**src/rtl/cosine_taylor_series_macros.svh**
```systemverilog
// Assertion macros shared by the cosine Taylor series RTL.
`ifndef COSINE_TAYLOR_SERIES_MACROS_SVH
`define COSINE_TAYLOR_SERIES_MACROS_SVH

// Same-cycle implication, sampled on clk, off during reset.
`define CTS_ASSERT_IMPL(lbl, ante, cons, msg) \
  lbl: assert property (@(posedge clk) disable iff (!rst_n) (ante) |-> (cons)) else $error(msg);

// Next-cycle implication, sampled on clk, off during reset.
`define CTS_ASSERT_NEXT(lbl, ante, cons, msg) \
  lbl: assert property (@(posedge clk) disable iff (!rst_n) (ante) |=> (cons)) else $error(msg);

`endif

```
**src/rtl/cos_tay_pkg.sv**
```systemverilog
// Types, constants and per-term divider tables for the cosine Taylor series block.
package cos_tay_pkg;

  localparam int MAX_TERMS  = 12;
  localparam int FRAC_BITS  = 30;
  localparam int ANGLE_W    = 32;
  localparam int COS_W      = 32;
  localparam int CNT_W      = 4;
  localparam int X_W        = 38;  // angle in Q8.30
  localparam int X2_W       = 34;  // x^2 below pi^2
  localparam int TERM_W     = 34;  // largest term below 5.0
  localparam int P_W        = 37;  // term times x^2, before the divide
  localparam int SUM_W      = 36;
  localparam int RED_STAGES = 7;
  localparam int RED_IDX_W  = 3;
  localparam int RECIP_W    = 32;
  localparam int DIV_W      = 10;
  localparam int SHIFT_W    = 6;
  localparam int FIX_W      = 3;
  localparam int FIX_MAX    = 7;

  localparam logic [CNT_W-1:0] TERM_COUNT_RST = 4'd8;
  localparam logic [CNT_W-1:0] CNT_MAX        = CNT_W'(MAX_TERMS);

  // pi rounded to 30 fraction bits, and twice that
  localparam logic [X_W-1:0] PI_FX     = 38'd3373259426;
  localparam logic [X_W-1:0] TWO_PI_FX = 38'd6746518852;

  localparam logic signed [SUM_W-1:0] ONE_FX = 36'sd1073741824;

  // word in the range reduction pipe
  typedef struct packed {
    logic [X_W-1:0]   x;
    logic             neg;
    logic [CNT_W-1:0] cnt;
  } red_t;

  // word in the series pipe
  typedef struct packed {
    logic [X2_W-1:0]          x2;
    logic [TERM_W-1:0]        term;
    logic signed [SUM_W-1:0]  sum;
    logic                     neg;
    logic [CNT_W-1:0]         cnt;
  } tay_t;

  // bound subtracted at each reduction step: 2pi*32 down to 2pi, then pi
  function automatic logic [X_W-1:0] red_bound(input logic [RED_IDX_W-1:0] idx);
    logic [X_W-1:0] b;
    if (idx == RED_IDX_W'(RED_STAGES - 1)) begin
      b = PI_FX;
    end else begin
      b = TWO_PI_FX << (RED_IDX_W'(RED_STAGES - 2) - idx);
    end
    return b;
  endfunction

  // divisor (2k-1)*2k of term k
  function automatic logic [DIV_W-1:0] term_div(input logic [CNT_W-1:0] k);
    logic [DIV_W-1:0] d;
    unique case (k)
      4'd1:    d = 10'd2;
      4'd2:    d = 10'd12;
      4'd3:    d = 10'd30;
      4'd4:    d = 10'd56;
      4'd5:    d = 10'd90;
      4'd6:    d = 10'd132;
      4'd7:    d = 10'd182;
      4'd8:    d = 10'd240;
      4'd9:    d = 10'd306;
      4'd10:   d = 10'd380;
      4'd11:   d = 10'd462;
      4'd12:   d = 10'd552;
      default: d = 10'd1;
    endcase
    return d;
  endfunction

  // floor(2^s / d), never above the true reciprocal
  function automatic logic [RECIP_W-1:0] term_recip(input logic [CNT_W-1:0] k);
    logic [RECIP_W-1:0] m;
    unique case (k)
      4'd1:    m = 32'd2147483648;
      4'd2:    m = 32'd1431655765;
      4'd3:    m = 32'd1145324612;
      4'd4:    m = 32'd1227133513;
      4'd5:    m = 32'd1527099483;
      4'd6:    m = 32'd2082408385;
      4'd7:    m = 32'd1510318170;
      4'd8:    m = 32'd1145324612;
      4'd9:    m = 32'd1796587627;
      4'd10:   m = 32'd1446725826;
      4'd11:   m = 32'd1189947649;
      4'd12:   m = 32'd1991868890;
      default: m = 32'd0;
    endcase
    return m;
  endfunction

  // shift s paired with the reciprocal
  function automatic logic [SHIFT_W-1:0] term_shift(input logic [CNT_W-1:0] k);
    logic [SHIFT_W-1:0] s;
    unique case (k)
      4'd1:    s = 6'd32;
      4'd2:    s = 6'd34;
      4'd3:    s = 6'd35;
      4'd4:    s = 6'd36;
      4'd5:    s = 6'd37;
      4'd6:    s = 6'd38;
      4'd7:    s = 6'd38;
      4'd8:    s = 6'd38;
      4'd9:    s = 6'd39;
      4'd10:   s = 6'd39;
      4'd11:   s = 6'd39;
      4'd12:   s = 6'd40;
      default: s = 6'd32;
    endcase
    return s;
  endfunction

endpackage

```
**src/rtl/cos_tay_reduce.sv**
```systemverilog
// Range reduction modulo 2pi and pi, then squaring of the reduced angle.
module cos_tay_reduce (
  input  logic                                  clk,
  input  logic                                  rst_n,
  input  logic                                  in_valid,
  output logic                                  in_ready,
  input  logic [cos_tay_pkg::ANGLE_W-1:0]       angle,
  input  logic [cos_tay_pkg::CNT_W-1:0]         cnt,
  output logic                                  out_valid,
  input  logic                                  out_ready,
  output cos_tay_pkg::tay_t                     out_item
);
  import cos_tay_pkg::*;

  red_t  st_r   [RED_STAGES];
  logic  v_r    [RED_STAGES];
  logic  rdy    [RED_STAGES+1];
  red_t  head;
  tay_t  sq_r;
  tay_t  sq_nxt;
  logic  sq_v_r;
  logic [2*ANGLE_W-1:0] sq_full;

  // angle to Q8.30, term count clamped
  always_comb begin
    head.x   = X_W'(angle) << (FRAC_BITS - 24);
    head.neg = 1'b0;
    head.cnt = (cnt > CNT_MAX) ? CNT_MAX : cnt;
  end

  assign in_ready = rdy[0];

  // one conditional subtract per stage
  for (genvar i = 0; i < RED_STAGES; i++) begin : g_red
    red_t src;
    logic src_v;
    red_t st_nxt;

    if (i == 0) begin : g_first
      assign src   = head;
      assign src_v = in_valid;
    end else begin : g_rest
      assign src   = st_r[i-1];
      assign src_v = v_r[i-1];
    end

    always_comb begin
      st_nxt = src;
      if (src.x >= red_bound(RED_IDX_W'(i))) begin
        st_nxt.x = src.x - red_bound(RED_IDX_W'(i));
        if (i == RED_STAGES - 1) begin
          st_nxt.neg = 1'b1;
        end
      end
    end

    assign rdy[i] = !v_r[i] || rdy[i+1];

    always_ff @(posedge clk) begin
      if (!rst_n) begin
        v_r[i] <= 1'b0;
      end else if (rdy[i]) begin
        v_r[i] <= src_v;
      end
    end

    always_ff @(posedge clk) begin
      if (rdy[i]) begin
        st_r[i] <= st_nxt;
      end
    end
  end

  // x^2 in Q.30, series starts at one
  assign sq_full = st_r[RED_STAGES-1].x[ANGLE_W-1:0] * st_r[RED_STAGES-1].x[ANGLE_W-1:0];

  always_comb begin
    sq_nxt.x2   = sq_full[FRAC_BITS +: X2_W];
    sq_nxt.term = TERM_W'(ONE_FX);
    sq_nxt.sum  = ONE_FX;
    sq_nxt.neg  = st_r[RED_STAGES-1].neg;
    sq_nxt.cnt  = st_r[RED_STAGES-1].cnt;
  end

  assign rdy[RED_STAGES] = !sq_v_r || out_ready;

  always_ff @(posedge clk) begin
    if (!rst_n) begin
      sq_v_r <= 1'b0;
    end else if (rdy[RED_STAGES]) begin
      sq_v_r <= v_r[RED_STAGES-1];
    end
  end

  always_ff @(posedge clk) begin
    if (rdy[RED_STAGES]) begin
      sq_r <= sq_nxt;
    end
  end

  assign out_valid = sq_v_r;
  assign out_item  = sq_r;

endmodule

```
**config.mk**
```make
export PLATFORM = sky130hd
export DESIGN_NAME = cos_tay_reduce
export DESIGN_NICKNAME = d
export VERILOG_FILES = /design/src/rtl/cosine_taylor_series_macros.svh /design/src/rtl/cos_tay_pkg.sv /design/src/rtl/cos_tay_reduce.sv
export SDC_FILE = /design/constraint.sdc
export NUM_CORES = 2
export LEC_CHECK = 0
export BUFFER_PORTS_ARGS = -buffer_cell sky130_fd_sc_hd__buf_4
export CORE_UTILIZATION = 65
export DETAILED_ROUTE_END_ITERATION = 6
export PLACE_DENSITY = 0.94
export SYNTH_ARGS = -nofsm -noshare
export SYNTH_HDL_FRONTEND = slang
export SYNTH_SLANG_ARGS = --single-unit
```
**constraint.sdc**
```tcl
create_clock -name clk -period 23.3 [get_ports clk]
set_input_delay 2.33 -clock clk [delete_from_list [all_inputs] [get_ports clk]]
set_output_delay 2.33 -clock clk [all_outputs]
set_load 0.02 [all_outputs]
```
==> results.yml <==
outcome:
  status: "completed"
logic_synthesis:
  synth_area_mm2: 0.0428
  yosys_register_bits: 309
  async_flop_share_pct: 0
  synth_top_area_cell: "fa_1"
  yosysWarnings: 0
  synth_edf_count: 307
  yosysMostFrequentCell: "inv_1"
  synth_top_area_share_pct: 35.0
  synth_common_cells: "inv_1, fa_1, nand2_1"
  avgSynthCellArea_um2: 10.1
  ys.flop_type: "edfxtp_1"
  yosys-top-cells-area: "fa_1, edfxtp_1, inv_1"
  syn-instance-count: 4257
  yosysSeqAreaShare_pct: 21.6
  synth_cell_types: 85
timing:
  fmax_mhz: 110
  finClkSkew_ps: 37.8
  period_needed_ps: 9120
  maxSlewViolCount: 0
  tightest_slew_ps: 1210
  fin_setup_tns_ps: 0
  hold_viol: 0
  layout_setup_ws_ps: 14180
  hold-worst-slack_ps: 405
  min_period_over_period_pct: 39.1
  slew_headroom_pct: 19.1
  rsz0062_at_grt: "no"
  setup_violations: 0
worst_hold_path:
  hp-class: "reg -> reg"
critical_path:
  path_max_fanout: 26
  cp.arrival_ps: 9430
  startpoint_type: "flip-flop"
  reg2reg_slack_ps: 14180
  crit_type: "reg -> reg"
  required_ps: 23610
  worst_setup_path_end_kind: "flip-flop"
place:
  place_worst_setup_slack_ps: 14480
  hpwl_um: 79700
  portBuffers: 80
  routabilityCongestion: 0.971
floorplanning:
  die_w_um: 259
  io_pins: 151
  die_area_mm2: 0.0669
  rows: 93
  die_h_um: 259
  start_util_pct: 66.1
  coreArea_mm2: 0.0647
layout:
  antenna_cells: 0
  fill_cells: 4136
  fin_nets: 5388
  multi_input_comb_area_mm2: 0.0288
  layout-drive-gt1-share_pct: 5.28
  seq_area_mm2: 0.00926
  areaGrowthSynthToFinish_pct: 5.30
drt:
  drtIter0Drc: 2569
  drt_wl_total_um: 104000
  wl_per_cell_um: 20.2
  vias: 30500
  ant_nets: 0
  first_pass_iters: 6
  viasPerCell: 5.89
  route.detailed.drc: 0
global_routing:
  grt_pass1_vias: 33900
  grt.overflow.total: 0
  grt_first_pass_wirelength_um: 168000
  grt_max_degree: 41
  antenna_found_initial: 3
  grt_usage_pct: 32.2
cts:
  clk_pin_slew_ps: 60
  cts_tree: "yes"
  htreeDepth: 2
  cts_resized: 0
  cts_sinks: 309
  clock_latency_ps: 580
  cts_root_buf: "clkbuf_16"
  cts_buffers: 34
  post-cts-setup-buffer-count: 0
  ctsHoldBuffers: 0
  cts_max_path_buffers: 3
run:
  maxCapViolations: 0
==> final timing paths <==
kind / from / endpoint / cells after the start
hold / removal: st_r[1][2]$_DFFE_PP_ / st_r[2][2]$_DFFE_PP_ / 0
hold reg to reg: st_r[1][2]$_DFFE_PP_ / st_r[2][2]$_DFFE_PP_ / 0
setup reg to reg: st_r[6][12]$_DFFE_PP_ / out_item[108]$_DFFE_PP_ / 27
setup / recovery: st_r[6][12]$_DFFE_PP_ / out_item[108]$_DFFE_PP_ / 27
==> flip-flops by register name (all words and copies together) (netlist names) <==
register   count
st_r         262
v_r            7
out_valid      1
out_item      39
==> cell families after synthesis <==
kind of cell / after synthesis / share of synthesized area, %
AO/OA/AOI/OAI: 382 / 5.87
XOR/XNOR: 260 / 5.32
multiplexers: 10 / 0.251
adder cells (fa/ha/maj): 1057 / 44.0
flip-flops: 309 / 21.6
AND/OR/NAND/NOR: 984 / 11.2
other: 2 / 0.0175
buffers and inverters: 1253 / 11.7
==> layer usage <==
metal	vias to the layer above	part of all wire (%)	track usage, %
li1	13000	-	-
met2	1813	51	57.0
met3	662	8.9	6.48
met5	-	0.026	0
met4	4	7.9	22.8
met1	15100	32	34.2
==> critical path: stages, from the launching register on <==
cell and delay [ps]:
edfxtp_1 340, buf_4 420, inv_1 360, nor2_1 350, inv_1 110, fa_1 500
inv_1 50, fa_1 490, inv_1 60, fa_1 540, inv_1 50, fa_1 510
fa_1 450, fa_1 440, fa_1 520, inv_1 50, fa_1 470, inv_1 50
ha_1 400, and2_1 270, nand4_1 170, nor4_1 480, o21ai_1 440, a2111oi_2 630
o21ai_1 260, o21ai_1 240, a21oi_1 110, xnor2_1 130
==> stage by stage <==
stage / utilization [%] / cell area [µm²] / std cells
floorplan: - / 43100 / 4325
global placement: 68.0 / 44000 / 5110
detailed placement: 68.0 / 44000 / 5110
CTS: 69.7 / 45100 / 5171
global route: 69.7 / 45100 / 5171
finish: 69.7 / 45100 / 5171
==> area by class of cell <==
class                      count  share of cell area (%)
clock buffer                  42                    2.00
multi-input combinational   2763                    63.9
tap                          855                    2.37
sequential                   309                    20.5
clock inverter                19                   0.342
inverter                    1063                    8.85
timing repair buffer         120                    2.00
==> placed cells by master (no fill, tap or decap), types with 9 or more instances in the layout <==
master / n
clkbuf_16: 35
fa_1: 748
nor2b_1: 12
o21ai_1: 15
nand3_1: 47
nand2b_1: 22
nor2_1: 137
inv_1: 1059
buf_4: 120
edfxtp_1: 307
nor4_1: 11
and3_1: 29
nor3_1: 31
ha_1: 309
a21oi_1: 112
xor2_1: 103
o21ai_0: 62
or3_1: 10
xnor2_1: 157
nand4_1: 23
o21a_1: 9
conb_1: 70
and2_1: 215
a21o_1: 58
nand2_1: 405
o21bai_1: 18
a31oi_1: 18
Power is left out: the tool's default activity adds up to more than one toggle a clock period on the data nets, which glitch-free logic cannot reach.
